--- config.mk ---
export PLATFORM = sky130hd
export DESIGN_NAME = utf16_to_utf8_transcoder_unit
export DESIGN_NICKNAME = d
export VERILOG_FILES = /design/src/rtl/u2u8_pkg.sv /design/src/rtl/u2u8_decode.sv /design/src/rtl/u2u8_serial.sv /design/src/rtl/utf16_to_utf8_transcoder_unit.sv
export SDC_FILE = /design/constraint.sdc
export NUM_CORES = 1
export LEC_CHECK = 0
export BUFFER_PORTS_ARGS = -buffer_cell sky130_fd_sc_hd__buf_4
export CAP_MARGIN = 20
export CORE_MARGIN = 8
export CORE_UTILIZATION = 45
export CTS_BUF_LIST = sky130_fd_sc_hd__clkbuf_8
export CTS_CLUSTER_SIZE = 20
export DETAILED_ROUTE_END_ITERATION = 6
export SLEW_MARGIN = 10
export SYNTH_ARGS = -nofsm -noshare
export SYNTH_HDL_FRONTEND = slang
export SYNTH_SLANG_ARGS = --single-unit
--- constraint.sdc ---
create_clock -name clk -period 8.99 [get_ports clk]
set_clock_uncertainty 0.2 [all_clocks]
set_input_delay 0.899 -clock clk [delete_from_list [all_inputs] [get_ports clk]]
set_output_delay 0.899 -clock clk [all_outputs]
set_load 0.005 [all_outputs]
--- src/rtl/u2u8_pkg.sv ---
package u2u8_pkg;

    localparam int ByteW = 8;
    localparam int MaxBytes = 4;
    localparam int IdxW = 2;

    typedef logic [ByteW-1:0] byte_t;
    typedef logic [IdxW-1:0] idx_t;

    localparam logic [15:0] HIGH_SURR_FIRST = 16'hD800;
    localparam logic [15:0] HIGH_SURR_LAST  = 16'hDBFF;
    localparam logic [15:0] LOW_SURR_FIRST  = 16'hDC00;
    localparam logic [15:0] LOW_SURR_LAST   = 16'hDFFF;
    localparam logic [20:0] SUPP_BASE       = 21'h10000;
    localparam logic [15:0] ONE_BYTE_MAX    = 16'h007F;
    localparam logic [15:0] TWO_BYTE_MAX    = 16'h07FF;

    localparam logic [7:0] LEAD2 = 8'hC0;
    localparam logic [7:0] LEAD3 = 8'hE0;
    localparam logic [7:0] LEAD4 = 8'hF0;
    localparam logic [7:0] CONT  = 8'h80;

    localparam idx_t LAST_IDX_1 = 2'd0;
    localparam idx_t LAST_IDX_2 = 2'd1;
    localparam idx_t LAST_IDX_3 = 2'd2;
    localparam idx_t LAST_IDX_4 = 2'd3;

    // bytes of one code point (or one error word), sent lowest index first
    typedef struct packed {
        logic [MaxBytes-1:0][ByteW-1:0] bytes;
        idx_t                           last_idx;
        logic                           is_error;
        logic                           text_done;
    } bundle_t;

endpackage

--- src/rtl/u2u8_decode.sv ---
module u2u8_decode
    import u2u8_pkg::*;
(
    input  logic    clk,
    input  logic    rst_n,
    input  logic    accept,
    input  byte_t   in_byte,
    input  logic    end_of_text,
    input  logic    byte_order_little,
    output logic    emit,
    output bundle_t bundle
);

    byte_t       held_byte_reg, held_byte_next;
    logic        have_held_reg, have_held_next;
    logic [9:0]  high_bits_reg, high_bits_next;
    logic        have_high_reg, have_high_next;
    logic        failed_reg, failed_next;

    logic [15:0] unit;
    logic [20:0] supp_cp;
    logic        produce;

    always_comb
    begin
        held_byte_next = held_byte_reg;
        have_held_next = have_held_reg;
        high_bits_next = high_bits_reg;
        have_high_next = have_high_reg;
        failed_next    = failed_reg;
        produce        = 1'b0;
        bundle         = '0;

        unit    = byte_order_little ? {in_byte, held_byte_reg} : {held_byte_reg, in_byte};
        supp_cp = {1'b0, high_bits_reg, unit[9:0]} + SUPP_BASE;

        if (!failed_reg)
        begin
            if (!have_held_reg)
            begin
                held_byte_next = in_byte;
                have_held_next = 1'b1;
                if (end_of_text)
                begin
                    failed_next = 1'b1;
                end
            end
            else
            begin
                held_byte_next = '0;
                have_held_next = 1'b0;
                if (have_high_reg)
                begin
                    if (unit inside {[LOW_SURR_FIRST:LOW_SURR_LAST]})
                    begin
                        high_bits_next = '0;
                        have_high_next = 1'b0;
                        produce        = 1'b1;
                        bundle.last_idx = LAST_IDX_4;
                        bundle.bytes[0] = LEAD4 | {5'd0, supp_cp[20:18]};
                        bundle.bytes[1] = CONT | {2'd0, supp_cp[17:12]};
                        bundle.bytes[2] = CONT | {2'd0, supp_cp[11:6]};
                        bundle.bytes[3] = CONT | {2'd0, supp_cp[5:0]};
                    end
                    else
                    begin
                        failed_next = 1'b1;
                    end
                end
                else if (unit inside {[HIGH_SURR_FIRST:HIGH_SURR_LAST]})
                begin
                    high_bits_next = unit[9:0];
                    have_high_next = 1'b1;
                end
                else if (unit inside {[LOW_SURR_FIRST:LOW_SURR_LAST]})
                begin
                    failed_next = 1'b1;
                end
                else
                begin
                    produce = 1'b1;
                    if (unit <= ONE_BYTE_MAX)
                    begin
                        bundle.last_idx = LAST_IDX_1;
                        bundle.bytes[0] = unit[7:0];
                    end
                    else if (unit <= TWO_BYTE_MAX)
                    begin
                        bundle.last_idx = LAST_IDX_2;
                        bundle.bytes[0] = LEAD2 | {3'd0, unit[10:6]};
                        bundle.bytes[1] = CONT | {2'd0, unit[5:0]};
                    end
                    else
                    begin
                        bundle.last_idx = LAST_IDX_3;
                        bundle.bytes[0] = LEAD3 | {4'd0, unit[15:12]};
                        bundle.bytes[1] = CONT | {2'd0, unit[11:6]};
                        bundle.bytes[2] = CONT | {2'd0, unit[5:0]};
                    end
                end
                if (end_of_text && have_high_next)
                begin
                    failed_next = 1'b1;
                end
            end
        end

        // error word replaces whatever the last item would have produced
        if (end_of_text && failed_next)
        begin
            bundle          = '0;
            bundle.last_idx = LAST_IDX_1;
            bundle.is_error = 1'b1;
        end
        bundle.text_done = end_of_text;

        emit = accept && ((produce && !failed_next) || (end_of_text && failed_next));
    end

    always_ff @(posedge clk or negedge rst_n)
    begin
        if (!rst_n)
        begin
            held_byte_reg <= '0;
            have_held_reg <= 1'b0;
            high_bits_reg <= '0;
            have_high_reg <= 1'b0;
            failed_reg    <= 1'b0;
        end
        else if (accept)
        begin
            if (end_of_text)
            begin
                held_byte_reg <= '0;
                have_held_reg <= 1'b0;
                high_bits_reg <= '0;
                have_high_reg <= 1'b0;
                failed_reg    <= 1'b0;
            end
            else
            begin
                held_byte_reg <= held_byte_next;
                have_held_reg <= have_held_next;
                high_bits_reg <= high_bits_next;
                have_high_reg <= have_high_next;
                failed_reg    <= failed_next;
            end
        end
    end

endmodule

--- src/rtl/u2u8_serial.sv ---
module u2u8_serial
    import u2u8_pkg::*;
(
    input  logic    clk,
    input  logic    rst_n,
    input  logic    load,
    input  bundle_t bundle_in,
    output logic    free,
    output logic    out_valid,
    input  logic    out_ready,
    output byte_t   out_byte,
    output logic    out_last,
    output logic    out_error,
    output logic    out_done
);

    bundle_t bundle_reg;
    logic    valid_reg, valid_next;
    idx_t    idx_reg, idx_next;
    logic    taken;
    logic    at_last;

    assign at_last   = (idx_reg == bundle_reg.last_idx);
    assign taken     = valid_reg && out_ready;
    assign free      = !valid_reg || (taken && at_last);

    assign out_valid = valid_reg;
    assign out_byte  = bundle_reg.bytes[idx_reg];
    assign out_last  = at_last;
    assign out_error = bundle_reg.is_error;
    assign out_done  = bundle_reg.text_done && at_last;

    always_comb
    begin
        valid_next = valid_reg;
        idx_next   = idx_reg;
        if (taken)
        begin
            if (at_last)
            begin
                valid_next = 1'b0;
                idx_next   = '0;
            end
            else
            begin
                idx_next = idx_reg + idx_t'(1);
            end
        end
        if (load)
        begin
            valid_next = 1'b1;
            idx_next   = '0;
        end
    end

    always_ff @(posedge clk or negedge rst_n)
    begin
        if (!rst_n)
        begin
            valid_reg <= 1'b0;
            idx_reg   <= '0;
        end
        else
        begin
            valid_reg <= valid_next;
            idx_reg   <= idx_next;
        end
    end

    always_ff @(posedge clk)
    begin
        if (load)
        begin
            bundle_reg <= bundle_in;
        end
    end

endmodule

--- src/rtl/utf16_to_utf8_transcoder_unit.sv ---
// UTF-16 to UTF-8 transcoder. Takes the text one byte per word on s_axis, with
// s_tlast on the final byte, and sends UTF-8 one byte per word on m_axis; m_tlast
// marks the last byte produced by an input word and m_tuser[1] the last byte of
// the text. On malformed input (lone or unpaired surrogate, odd byte count) all
// further output is withheld and the end-of-text word yields one zero byte with
// m_tuser[0] set; bytes already sent for that text must be dropped. cfg_wdata
// written with cfg_wen picks byte order (1 = little endian); the user must change
// it only while idle, which the block itself does not enforce. Flow: an input
// word is taken whenever the output register is empty or its last byte leaves in
// that cycle; a word that completes a code point loads 1 to 4 bytes into the
// output register, which drains one byte per cycle while m_tready is high. A BMP
// code point takes two input bytes and a surrogate pair four.
module utf16_to_utf8_transcoder_unit
    import u2u8_pkg::*;
(
    input  logic       clk,
    input  logic       rst_n,
    input  logic       cfg_wen,
    input  logic       cfg_wdata,
    input  logic       s_tvalid,
    output logic       s_tready,
    input  logic [7:0] s_tdata,   // in_byte
    input  logic       s_tlast,   // end_of_text
    output logic       m_tvalid,
    input  logic       m_tready,
    output logic [7:0] m_tdata,   // out_byte
    output logic       m_tlast,   // last_in_run
    output logic [1:0] m_tuser    // [1] text_done, [0] is_error
);

    logic    byte_order_little_reg;
    logic    accept;
    logic    emit;
    logic    free;
    logic    out_error;
    logic    out_done;
    bundle_t bundle;

    always_ff @(posedge clk or negedge rst_n)
    begin
        if (!rst_n)
        begin
            byte_order_little_reg <= 1'b0;
        end
        else if (cfg_wen)
        begin
            byte_order_little_reg <= cfg_wdata;
        end
    end

    assign s_tready = free;
    assign accept   = s_tvalid && free;
    assign m_tuser  = {out_done, out_error};

    u2u8_decode u_decode (
        .clk               (clk),
        .rst_n             (rst_n),
        .accept            (accept),
        .in_byte           (s_tdata),
        .end_of_text       (s_tlast),
        .byte_order_little (byte_order_little_reg),
        .emit              (emit),
        .bundle            (bundle)
    );

    u2u8_serial u_serial (
        .clk       (clk),
        .rst_n     (rst_n),
        .load      (emit),
        .bundle_in (bundle),
        .free      (free),
        .out_valid (m_tvalid),
        .out_ready (m_tready),
        .out_byte  (m_tdata),
        .out_last  (m_tlast),
        .out_error (out_error),
        .out_done  (out_done)
    );

endmodule

After elaboration in Yosys (flattened, before gate mapping)
Index checks and enable logic that the tools add are counted.
W data, S select, Z words.
{"block": "word_totals", "register_bits": 61, "input_bits": 15, "elab_cells": 106}
{"block": "classes", "addsub": 2, "magnitude_cmp": 7, "n_eq_ne": 3, "muxes": 50, "bitwise_logic": 3, "n_reduce_logical": 25}
{"op": "$mux W26", "n": 3}
{"op": "$mux W10", "n": 7}
{"op": "$mux W16", "n": 3}
{"op": "$mux W8", "n": 5}
{"op": "$mux W34", "n": 1}
{"op": "$ge A16 B16 Y1 const B", "n": 2}
{"op": "$le A16 B16 Y1 const B", "n": 2}
{"op": "$mux W1", "n": 26}
{"op": "$add A20 B17 Y21 const B", "n": 1}
{"op": "$bmux W8 S2", "n": 1}
{"op": "$le A16 B11 Y1 const B", "n": 1}
{"op": "$le A16 B7 Y1 const B", "n": 1}
{"op": "$logic_and A1 B1 Y1", "n": 10}
{"op": "$mux W2", "n": 4}
{"op": "$reduce_bool A2 Y1", "n": 3}
{"op": "$reduce_and A5 Y1", "n": 1}
{"op": "$reduce_or A5 Y1", "n": 1}
{"op": "$reduce_and A2 Y1", "n": 2}
{"op": "$reduce_or A4 Y1", "n": 1}
{"op": "$lt A2 B3 Y1 const B", "n": 1}
{"op": "$ne A3 B3 Y1 const B", "n": 1}
{"op": "$not A1 Y1", "n": 3}
{"op": "$reduce_and A3 Y1", "n": 1}
{"op": "$reduce_bool A3 Y1", "n": 1}
{"op": "6 further kinds", "n": 8}

Longest topological paths before layout
Gate-level depths: netlist of the first run.
{"block": "depth", "ltp_word": 17, "mapped_depth": 8, "depth_no_buf": 6}

Modules after synthesis
A second synthesis of the first run with hierarchy kept.
{"block": "unflattened", "hier_cells": 298, "hier_area_um2": 3306.9}
{"mod": "u2u8_decode", "n_inst": 1, "cells_each": 228, "area_each_um2": 1774.2, "seq_area_each_um2": 525.5}
{"mod": "u2u8_serial", "n_inst": 1, "cells_each": 65, "area_each_um2": 1471.4, "seq_area_each_um2": 1156.1}
{"mod": "utf16_to_utf8_transcoder_unit", "n_inst": 1, "cells_each": 5, "area_each_um2": 61.3, "seq_area_each_um2": 25.0}

Worst setup path after synthesis of the first run
No wires, ideal clock.
{"block": "synth_path", "path_kind": "input to register", "startpoint": "input s_tdata[2]", "endpoint": "register u_serial.bundle_reg[0] (netlist bit) (enable)", "setup_time_ps": 392, "t_arrival_ps": 2775, "required_ps": 8398, "setup_slack_ps": 5623, "path_stages": 5, "n_path_buf": 0, "cell_sequence": "mux2i_1 > mux2i_1 > a2111oi_0 > a311oi_1 > and2_1"}
{"block": "synth_between", "elab_chain_cells": 15}
{"item": "from (decl)", "line": "utf16_to_utf8_transcoder_unit.sv:22", "text": "input logic [7:0] s_tdata,"}
{"item": "$mux W16 *", "line": "u2u8_decode.sv:34", "text": "unit = byte_order_little ? {in_byte, held_byte_reg} : {held_byte_reg, in_byte};"}
{"item": "$ge A16 B16 Y1, or another cell as far along", "line": "u2u8_decode.sv:70", "text": "else if (unit inside {[HIGH_SURR_FIRST:HIGH_SURR_LAST]})"}
{"item": "$logic_and A1 B1 Y1, on equally long branches", "line": "u2u8_decode.sv:70, u2u8_decode.sv:54, u2u8_decode.sv:75"}
{"item": "$mux W1, on equally long branches", "line": "u2u8_decode.sv:70, u2u8_decode.sv:54, u2u8_decode.sv:75"}
{"item": "$mux W1", "line": "u2u8_decode.sv:52", "text": "if (have_high_reg)"}
{"item": "$mux W1", "line": "u2u8_decode.sv:39", "text": "if (!have_held_reg)"}
{"item": "$mux W1", "line": "u2u8_decode.sv:37", "text": "if (!failed_reg)"}
{"item": "$logic_and A1 B1 Y1", "line": "u2u8_decode.sv:101", "text": "if (end_of_text && have_high_next)"}
{"item": "$mux W1", "line": "u2u8_decode.sv:101"}
{"item": "$mux W1", "line": "u2u8_decode.sv:39"}
{"item": "$mux W1", "line": "u2u8_decode.sv:37"}
{"item": "$logic_not A1 Y1", "line": "u2u8_decode.sv:117", "text": "emit = accept && ((produce && !failed_next) || (end_of_text && failed_next));"}
{"item": "$logic_and A1 B1 Y1", "line": "u2u8_decode.sv:117"}
{"item": "$logic_or A1 B1 Y1 *", "line": "u2u8_decode.sv:117"}
{"item": "$logic_and A1 B1 Y1 *", "line": "u2u8_decode.sv:117"}
{"item": "net emit", "line": "utf16_to_utf8_transcoder_unit.sv:33", "text": "logic emit;"}
{"item": "to (signal assigned)", "line": "u2u8_serial.sv:74", "text": "bundle_reg <= bundle_in;"}
{"item": "to (decl)", "line": "u2u8_serial.sv:17", "text": "bundle_t bundle_reg;"}
The timed path passes the listed nets; every way through them passes the cells marked *. The select of a mux whose other input is x is not followed.
A chain may end at the register's enable or synchronous reset.

Worst setup path after layout of the first run
{"block": "layout_path", "startpoint": "input s_tdata[2]", "endpoint": "register u_serial.bundle_reg[11] (netlist bit) (enable)"}
Same word-level chain as after synthesis.

==> flow_summary_export.csv, run 1 <==
group,metric,value,unit
status,outcome,"completed",
setup_path,startpoint_type,"input port",
cts,cts_num_sinks,57,
logic_synthesis,syn-mean-instance-area,11.2,um2
cts,cts_setup_buffers,0,
finish,drive_gt1_share,24.2,%
grt,overflow,0,
cts,htree_num_levels,3,
floorplan,rows,30,
placed_design,dp_hpwl,5080,um
pwr,leakage,0.00142,uW
drt,via_count,2241,
finish,final_common_cell,"nor2_1",
finish,diodes,0,
cts,ctsResizeCount,0,
drt,vias_per_cell,5.75,
logic_synthesis,syn-cell-area,3140,um2
cts,root_buffer,"clkbuf_8",
timing,fin_tns_setup,0,ns
grt,globalRouteTotalUtil,15.0,%
drt,totalWireLength,6970,um
finish,layout.nets,321,
setup_path,reg2reg_slack,5.95,ns
cts,cts_tree,"built",
timing,fmax,324,MHz
timing,rsz0062_at_grt,"false",
timing,finalHoldViolCount,0,
setup_path,path_buf_inv,2,
floorplan,core-area,6760,um2
setup_path,worstPathArrival,2.88,ns
logic_synthesis,synth_fp_nets,295,
cts,cts_hold_buf,0,
placed_design,io_buffers,27,
floorplan,die_h,99.5,um
timing,setup_viol,0,
cts,clk_latency,0.34,ns
run,drv_cap,0,
floorplan,start_util,46.4,%
finish,layout.cells.non_filler,390,
logic_synthesis,ys_ff_latch,57,
grt,grt_pass1_wl,11700,um
pwr,power_density,313,nW/um2
drt,wl_per_cell,17.9,um
setup_path,cp-end-kind,"register",
logic_synthesis,synth_cell_types,50,
setup_path,worst_ep_required_time,8.79,ns
setup_path,critPathLaunch,"s_tdata[2]",
logic_synthesis,yosysWarnings,0,
pwr,peakVddDrop,0.000104,V
finish,mostFrequentLayoutCells,"35 x nor2_1, 32 x edfxtp_1, 29 x buf_4",
timing,finalCritPeriodShare,34.3,%
finish,area_delta_synth_final,14.0,%
finish,largest_reg_flops,31,
grt,antenna_found_initial,0,
cts,cts_buffer_depth,2,
setup_path,worstReg2RegStart,"u_serial.idx_reg[0]",
grt,grt_start_max_net_pins,33,
logic_synthesis,synth-main-ff-cell,"edfxtp_1",
setup_path,critPathSlowestCell,"mux2i_1",
setup_path,r2r_end,"u_decode.high_bits_reg[5]",
timing,worstMarginPinSlew,0.849,ns
setup_path,cp.depth,7,
timing,fin_crit,3.09,ns
setup_path,path_delay_family,"multiplexers",
logic_synthesis,synthCells,279,
setup_path,worstSetupPathType,"in -> reg",
timing,drv_slew,0,
setup_path,worstPathMaxFanout,32,
finish,design_area,3580,um2
placed_design,gp_congestion,0.869,
drt,dr.pass1.iters,4,
cts,numCtsBuffers,9,
floorplan,die_area,9900,um2
floorplan,die_w,99.5,um
drt,drtAntennaViolNets,0,
finish,multi_input_area,1440,um2
setup_path,cpPeakStageDelay,0.50,ns
grt,grt_pass1_vias,2260,
logic_synthesis,yosysSeqAreaShare,50.6,%
cts,path_clk_slew,0.07,ns
drt,drc,0,
setup_path,crit_path_end,"u_serial.bundle_reg[11]",
placed_design,placedCellCount,374,
finish,seqCellArea,1590,um2
floorplan,io_pins,28,
min_path,hold_path.class,"in -> async",
timing,whs,0.259,ns
timing,relSlewSlack,43.4,%
setup_path,worstPathCellList,"buf_4, mux2i_1, mux2i_1, a2111oi_0, a311oi_1, and2_1, buf_4",
logic_synthesis,ys_async_sr_fraction,43.9,%
setup_path,r2r_cells,5,
logic_synthesis,synth_edf_count,32,
drt,drt_iter0_markers,168,
placed_design,placed_cell_area,3380,um2
finish,nFillCells,634,
==> where the power goes <==
part	internal [uW]	switching [uW]
Clock	127	108
Combinational	199	237
Sequential	372	75.1
==> per-layer routing <==
layer	wire [um]	track usage, %	up-vias	part of all wire, %
li1	-	-	1099	-
met1	3410	19.8	1090	49
met2	3220	22.9	43	46
met3	255	4.19	9	3.7
met4	83	5.01	0	1.2
met5	0	0	-	0
==> how the worst min path moves through the flow <==
stage / to / slack [ns] / startpoint
2_1_floorplan: u_decode.high_bits_reg[2] / 0.28 / u_decode.high_bits_reg[2]
3_3_place_gp: u_decode.high_bits_reg[5] / 0.29 / u_decode.high_bits_reg[5]
3_5_place_dp: u_decode.high_bits_reg[4] / 0.30 / u_decode.high_bits_reg[4]
4_1_cts: u_decode.held_byte_reg[4] / 0.26 / rst_n
5_1_grt: u_decode.held_byte_reg[7] / 0.27 / rst_n
6_report: u_decode.high_bits_reg[1] / 0.26 / rst_n
==> final cells by class <==
| class | count | share of cell area, % |
|---|---|---|
| Sequential cell | 57 | 44.4 |
| Clock buffer | 9 | 3.46 |
| Timing Repair Buffer | 29 | 6.09 |
| Multi-Input combinational cell | 198 | 40.3 |
| Tap cell | 80 | 2.80 |
| Inverter | 10 | 1.05 |
| Clock inverter | 7 | 1.96 |
==> synth_stat cells, drive strengths merged, types with 2 or more instances <==
master,number,share of area [%]
mux4,7,5.0
o211ai,3,0.88
inv,9,1.1
a21oi,15,2.4
a2111oi,2,1.2
o21ai,21,3.4
edfxtp,32,31
o22ai,9,1.8
or2,2,0.40
nor4,2,0.60
mux2i,15,4.8
and2,3,0.60
a22o,5,1.4
a211oi,6,1.8
xor2,3,0.84
o2bb2ai,3,0.84
nor3b,3,0.72
mux2,16,5.7
dfrtp,25,20
nor2b,3,0.60
nor2,35,4.2
nand2,23,2.8
nand3,3,0.48
nor3,3,0.48
clkbuf,5,0.60
buf,9,1.7
==> cells by family after synthesis <==
family                     count (synthesis)  share of synthesized area (%)
AOI/OAI and AO/OA                         71                           16.2
xor gates and xnor gates                   4                           1.12
adders and majority gates                  1                          0.399
buffers and inverters                     24                           3.51
DFF                                       57                           50.6
muxes                                     38                           15.6
and+or+nand+nor                           84                           12.7
==> metrics by stage <==
step           power (uW)  util (%)  worst slack, ns
5_1_grt              1200      52.9             5.67
6_report             1120      52.9             5.90
4_1_cts              1130      52.9             5.90
3_5_place_dp          891      50.1             5.60
3_3_place_gp          886      50.1             5.66
2_1_floorplan         744         -             5.62
(Power assumes the default switching activity.)
==> run 2: changes to the inputs <==
- PLACE_DENSITY: default -> 0.65
- clock period: 8.99 -> 2.5 ns (I/O delays scaled with it)
==> run 2 against run 1 <==
  * Clock power grew to 4.4 times the previous value
  * Hold slack worse by 0.14 ns
  * Critical path type is now reg -> reg
  * Highest routed layer unchanged
  * Combinational power grew to 4.2 times the previous value
==> flow_summary_export.csv, run 2 (synthesized netlist as in run 1, its figures left out) <==
group,metric,value,unit
status,outcome,"completed",
floorplan,rows,30,
finish,diodes,0,
timing,fin_tns_setup,0,ns
cts,root_buffer,"clkbuf_8",
cts,cts_tree,"built",
min_path,whs_path_depth,3,
timing,fin_crit,2.36,ns
drt,drc,0,
timing,worstMarginPinSlew,0.568,ns
cts,numCtsBuffers,9,
finish,layout.nets,359,
placed_design,gp_congestion,0.848,
grt,grt_pass1_wl,12500,um
cts,cts_num_sinks,57,
floorplan,die_area,9900,um2
placed_design,dp_hpwl,5450,um
setup_path,cp-end-kind,"register",
finish,largest_reg_flops,31,
cts,clk_latency,0.34,ns
drt,wl_per_cell,17.8,um
pwr,peakVddDrop,0.000400,V
grt,grt_pass1_vias,2463,
drt,via_count,2482,
setup_path,worstReg2RegStart,"byte_order_little_reg",
setup_path,r2r_cells,5,
setup_path,worstSetupPathType,"reg -> reg",
setup_path,startpoint_type,"register",
grt,overflow,0,
pwr,fin_total_pwr,4440,uW
drt,vias_per_cell,5.80,
finish,drive_gt1_share,29.3,%
timing,fmax,424,MHz
placed_design,io_buffers,27,
timing,relSlewSlack,62.0,%
timing,drv_slew,0,
drt,totalWireLength,7620,um
cts,htree_num_levels,3,
setup_path,worstPathArrival,2.24,ns
pwr,power_density,1120,nW/um2
floorplan,start_util,46.4,%
grt,grt_start_max_net_pins,33,
floorplan,die_h,99.5,um
drt,drt_iter0_markers,147,
grt,antenna_found_initial,0,
drt,dr.pass1.iters,5,
finish,final_common_cell,"buf_4",
pwr,leakage,0.00163,uW
setup_path,reg2reg_slack,0.14,ns
min_path,hold_end,"u_decode.failed_reg",
setup_path,worstPathMaxFanout,16,
finish,mostFrequentLayoutCells,"51 x buf_4, 35 x nor2_1, 32 x edfxtp_1",
timing,worst_slack,0.142,ns
cts,path_clk_slew,0.06,ns
grt,globalRouteTotalUtil,16.2,%
run,drv_cap,0,
cts,cts_buffer_depth,2,
floorplan,io_pins,28,
setup_path,worst_ep_required_time,2.38,ns
finish,area_delta_synth_final,26.4,%
min_path,min_from,"s_tvalid",
cts,cts_setup_buffers,0,
timing,setup_viol,0,
timing,finalHoldViolCount,0,
drt,drtAntennaViolNets,0,
min_path,hold_path.class,"in -> reg",
floorplan,die_w,99.5,um
setup_path,r2r_end,"u_serial.bundle_reg[0]",
floorplan,core-area,6760,um2
placed_design,dp_slack,0.0858,ns
timing,finalCritPeriodShare,94.3,%
run 2: cell types whose count changed in the layout (fill, tap and decap cells not counted), moves of 2 or more:
| cell | delta |
|---|---|
| buf_4 | +22 |
| dlygate4sd3_1 | +13 |
| clkinvlp_4 | -3 |
| and2_4 | +2 |
| bufinv_16 | +2 |
| inv_1 | +2 |
run 2: worst max-delay path by stage:
stage                                startpoint                 endpoint  slack [ns]  cells after the start
final                     byte_order_little_reg   u_serial.bundle_reg[0]        0.14                      5
after global routing      byte_order_little_reg       u_serial.out_error       -0.01                      5
after CTS                 byte_order_little_reg  u_serial.bundle_reg[29]        0.07                      5
after detailed placement  byte_order_little_reg  u_serial.bundle_reg[33]        0.09                      5
after global placement    byte_order_little_reg  u_serial.bundle_reg[29]        0.15                      5
after floorplan           byte_order_little_reg   u_serial.bundle_reg[0]        0.07                      6
run 2: critical path, stage by stage, from the launching register on:
cell and delay (ns):
dfrtp_1 0.45, and2b_1 0.28, nand4b_1 0.22, a2111oi_1 0.54, a311oi_2 0.12, and2_4 0.28
run 2: cell type report:
class	instances	area [um2]
flip-flops and latches	57	1590
inverters	10	37.5
fillers	569	2790
well taps	80	100
clock buffers	9	124
clock inverters	7	111
repair buffers	66	544
multi-input cells	199	1460
run 2: where the power goes:
| part | leakage, uW | internal [uW] | switching [uW] | total [uW] |
|---|---|---|---|---|
| sequential | 0.000627 | 1340 | 224 | 1560 |
| combinational | 0.000879 | 879 | 965 | 1840 |
| clock | 0.000126 | 654 | 375 | 1030 |
| total | 0.00163 | 2870 | 1560 | 4440 |
run 2: metrics by stage:
stage | hold WS [ns] | instance area, um2 | instances | utilization (%)
after floorplan | -0.246 | 3140 | 279 | -
after global placement | -0.0166 | 3580 | 398 | 53.0
after detailed placement | -0.0138 | 3580 | 398 | 53.0
after CTS | 0.102 | 3950 | 427 | 58.4
after global routing | 0.114 | 3970 | 428 | 58.7
final | 0.117 | 3970 | 428 | 58.7
run 2: what timing repair did:
item / in CTS / in global routing
setup endpoints to repair: 0 / 39
hold endpoints to repair: 36 / 0
gates resized for setup: 0 / 4
hold buffers: 13 / 0
run 2: layer usage:
metal | share of wire [%] | GRT usage, % | vias up
met5 | 0 | 0 | -
met1 | 44 | 19.9 | 1211
met3 | 5.6 | 4.26 | 16
met4 | 2.4 | 7.80 | 0
li1 | - | - | 1170
met2 | 48 | 25.8 | 85
==> run 3: changes to the inputs <==
- PLACE_DENSITY: 0.65 -> 0.63
- SETUP_SLACK_MARGIN: default -> 0.02
- SYNTH_HIERARCHICAL: default -> 1
==> run 3 against run 2 <==
  * Combinational power down 3%
  * Highest routed layer unchanged
  * Critical endpoint is now u_serial/bundle_reg[5]
  * First-iteration DRC count up 50%
  * Sequential power down 6%
  * Largest cell class unchanged
==> flow_summary_export.csv, run 3 <==
group,metric,value,unit
grt,antenna_found_initial,0,
setup_path,worstPathCellList,"or4_4, or3_4, a21o_1, a2bb2oi_1, o22ai_1",
placed_design,gp_congestion,0.881,
floorplan,die_w,102,um
timing,setup_viol,0,
placed_design,dp_hpwl,5910,um
pwr,p_int,2890,uW
pwr,combinationalPowerShare,40.9,%
cts,cts_num_sinks,61,
timing,relSlewSlack,60.3,%
placed_design,placed_cell_area,3790,um2
setup_path,worstSetupPathType,"reg -> reg",
timing,fin_crit,2.43,ns
setup_path,critPathSlowestCell,"or4_4",
timing,worst_slack,0.0712,ns
floorplan,io_pins,28,
drt,drtAntennaViolNets,0,
timing,drv_slew,0,
logic_synthesis,synth_cell_types,57,
drt,dr.pass1.iters,4,
floorplan,core-area,7180,um2
pwr,p_clk_share,25.1,%
setup_path,worstPathArrival,2.38,ns
finish,post-route-util,58.3,%
logic_synthesis,yosysSeqAreaShare,51.6,%
finish,layout.cells.non_filler,462,
finish,layout.nets,374,
logic_synthesis,ys_async_sr_fraction,41.0,%
status,outcome,"completed",
grt,grt_pass1_vias,2606,
pwr,leakage,0.00165,uW
floorplan,die_area,10300,um2
finish,diodes,0,
floorplan,rows,31,
cts,cts_tree,"built",
setup_path,worstPathMaxFanout,7,
floorplan,start_util,46.1,%
timing,finalHoldViolCount,0,
timing,worstMarginPinSlew,0.594,ns
logic_synthesis,synthCells,298,
logic_synthesis,yosysTopAreaCellShare,32.7,%
timing,rsz0062_at_grt,"false",
min_path,hold_path.class,"in -> reg",
cts,cts_setup_buffers,0,
finish,final_common_cell,"buf_4",
pwr,netSwitchingFraction,33.6,%
drt,wl_per_cell,17.7,um
logic_synthesis,syn-cell-area,3310,um2
setup_path,cp-end-kind,"register",
grt,grt_pass1_wl,13500,um
finish,drive_gt1_share,27.5,%
finish,mostFrequentLayoutCells,"56 x buf_4, 36 x edfxtp_1, 31 x nand2_1",
setup_path,path_buf_inv,0,
logic_synthesis,yosys.area.top_type,"edfxtp_1",
timing,finalCritPeriodShare,97.2,%
cts,numCtsBuffers,9,
finish,area_delta_synth_final,26.4,%
logic_synthesis,yosysWarnings,6,
logic_synthesis,synthTopCellsByCount,"36 x edfxtp_1, 31 x nand2_1, 25 x dfrtp_1, 25 x o21ai_0, 22 x nor2_1",
setup_path,startpoint_type,"register",
floorplan,die_h,102,um
cts,clk_latency,0.34,ns
setup_path,path_delay_family,"simple AND/OR/NAND/NOR gates",
drt,totalWireLength,8170,um
pwr,power_density,1040,nW/um2
drt,drt_iter0_markers,221,
logic_synthesis,ys_ff_latch,61,
finish,nFillCells,632,
logic_synthesis,syn-mean-instance-area,11.1,um2
cts,cts_buffer_depth,2,
grt,globalRouteTotalUtil,17.2,%
grt,overflow,0,
run,drv_cap,0,
timing,fmax,412,MHz
placed_design,io_buffers,27,
cts,path_clk_slew,0.07,ns
cts,root_buffer,"clkbuf_8",
finish,largest_reg_flops,35,
pwr,seqPwrFrac,33.9,%
logic_synthesis,synthTopCellsByArea,"edfxtp_1 33%, dfrtp_1 19%, mux4_2 4.8%, mux2i_1 4.5%, o21ai_0 3.8%",
placed_design,dp_slack,0.100,ns
pwr,peakVddDrop,0.000470,V
logic_synthesis,synth.most_common_cell,"edfxtp_1",
drt,via_count,2575,
drt,drc,0,
setup_path,worst_ep_required_time,2.45,ns
setup_path,cpPeakStageDelay,0.54,ns
drt,vias_per_cell,5.57,
placed_design,placedCellCount,434,
logic_synthesis,synth_edf_count,36,
logic_synthesis,synth-main-ff-cell,"edfxtp_1",
finish,design_area,4180,um2
grt,grt_start_max_net_pins,29,
pwr,p_switching,1460,uW
timing,fin_tns_setup,0,ns
cts,htree_num_levels,3,
[run 3: cell types whose count changed after synthesis, sizes merged, moves of 4 or more]
cell,before,now
a211oi,6,1
a22o,5,0
clkbuf,5,11
edfxtp,32,36
mux2,16,3
nand2,23,31
nand3,3,11
nand4,1,5
nor2,35,23
o21ai,21,27
o2bb2ai,3,10
[run 3: power groups by stage]
stage	clock network, uW	logic, uW	registers [uW]
global placement	0	1730	1490
global route	1160	1940	1500
finish	1090	1780	1470
floorplan	0	1100	1470
CTS	1110	1760	1480
detailed placement	0	1740	1500
[run 3: repair_timing]
item,4_1_cts,5_1_grt
hold buffers,12,0
endpoints found under the setup margin,0,16
resized for setup,0,4
endpoints found under the hold margin,36,0
[run 3: stage by stage]
| stage | hold WS, ns | total power (uW) |
|---|---|---|
| after floorplan | -0.246 | 2560 |
| after global placement | -0.0130 | 3220 |
| after detailed placement | -0.00564 | 3240 |
| after CTS | 0.00582 | 4360 |
| after global routing | 0.0312 | 4600 |
| final | 0.0288 | 4350 |
[run 3: layout make-up]
class	instances	area, um2	area share (%)
inverters	6	22.5	0.539
clock inverters	6	110	2.63
well taps	99	124	2.96
repair buffers	70	581	13.9
multi-input cells	210	1500	35.9
clock buffers	10	138	3.29
flip-flops and latches	61	1710	40.8
[run 3: final timing paths]
kind	from	end	slack, ns	cells past startpoint
worst max-delay path	byte_order_little_reg	u_serial/bundle_reg[5]	0.07	5
worst min-delay path	s_tdata[6]	u_decode/held_byte_reg[6]	0.03	3
worst max register to register	byte_order_little_reg	u_serial/bundle_reg[5]	0.07	5
worst min register to register	u_decode/high_bits_reg[4]	u_decode/high_bits_reg[4]	0.30	1
max in group asynchronous	rst_n	u_decode/high_bits_reg[8]	1.66	2
min in group asynchronous	rst_n	u_serial/idx_reg[0]	0.16	2
[run 3: cell families (layout without fill, tap and decap cells)]
logic type      Yosys count  count (layout)  share of synthesized area, %
simple gates             93              93                          13.7
flops                    61              61                          51.6
fa+ha+maj                 1               1                         0.378
other cells               1               3                         0.113
compound gates           81              81                          16.5
mux                      26              26                          11.2
buf+inv                  29              92                          4.84
xor+xnor                  6               6                          1.59
[run 3: per-layer routing]
layer	wire length, um	global-route usage, %	up-vias	share of wire, %
met2	3870	26.6	69	47
li1	-	-	1237	-
met3	437	4.26	11	5.4
met4	80	6.07	0	0.98
met5	0	0	-	0
met1	3770	22.8	1258	46
[run 3: tightest hold or removal path: stages]
cell	delay, ns
buf_4	0.14
nand2_1	0.05
o21ai_0	0.07
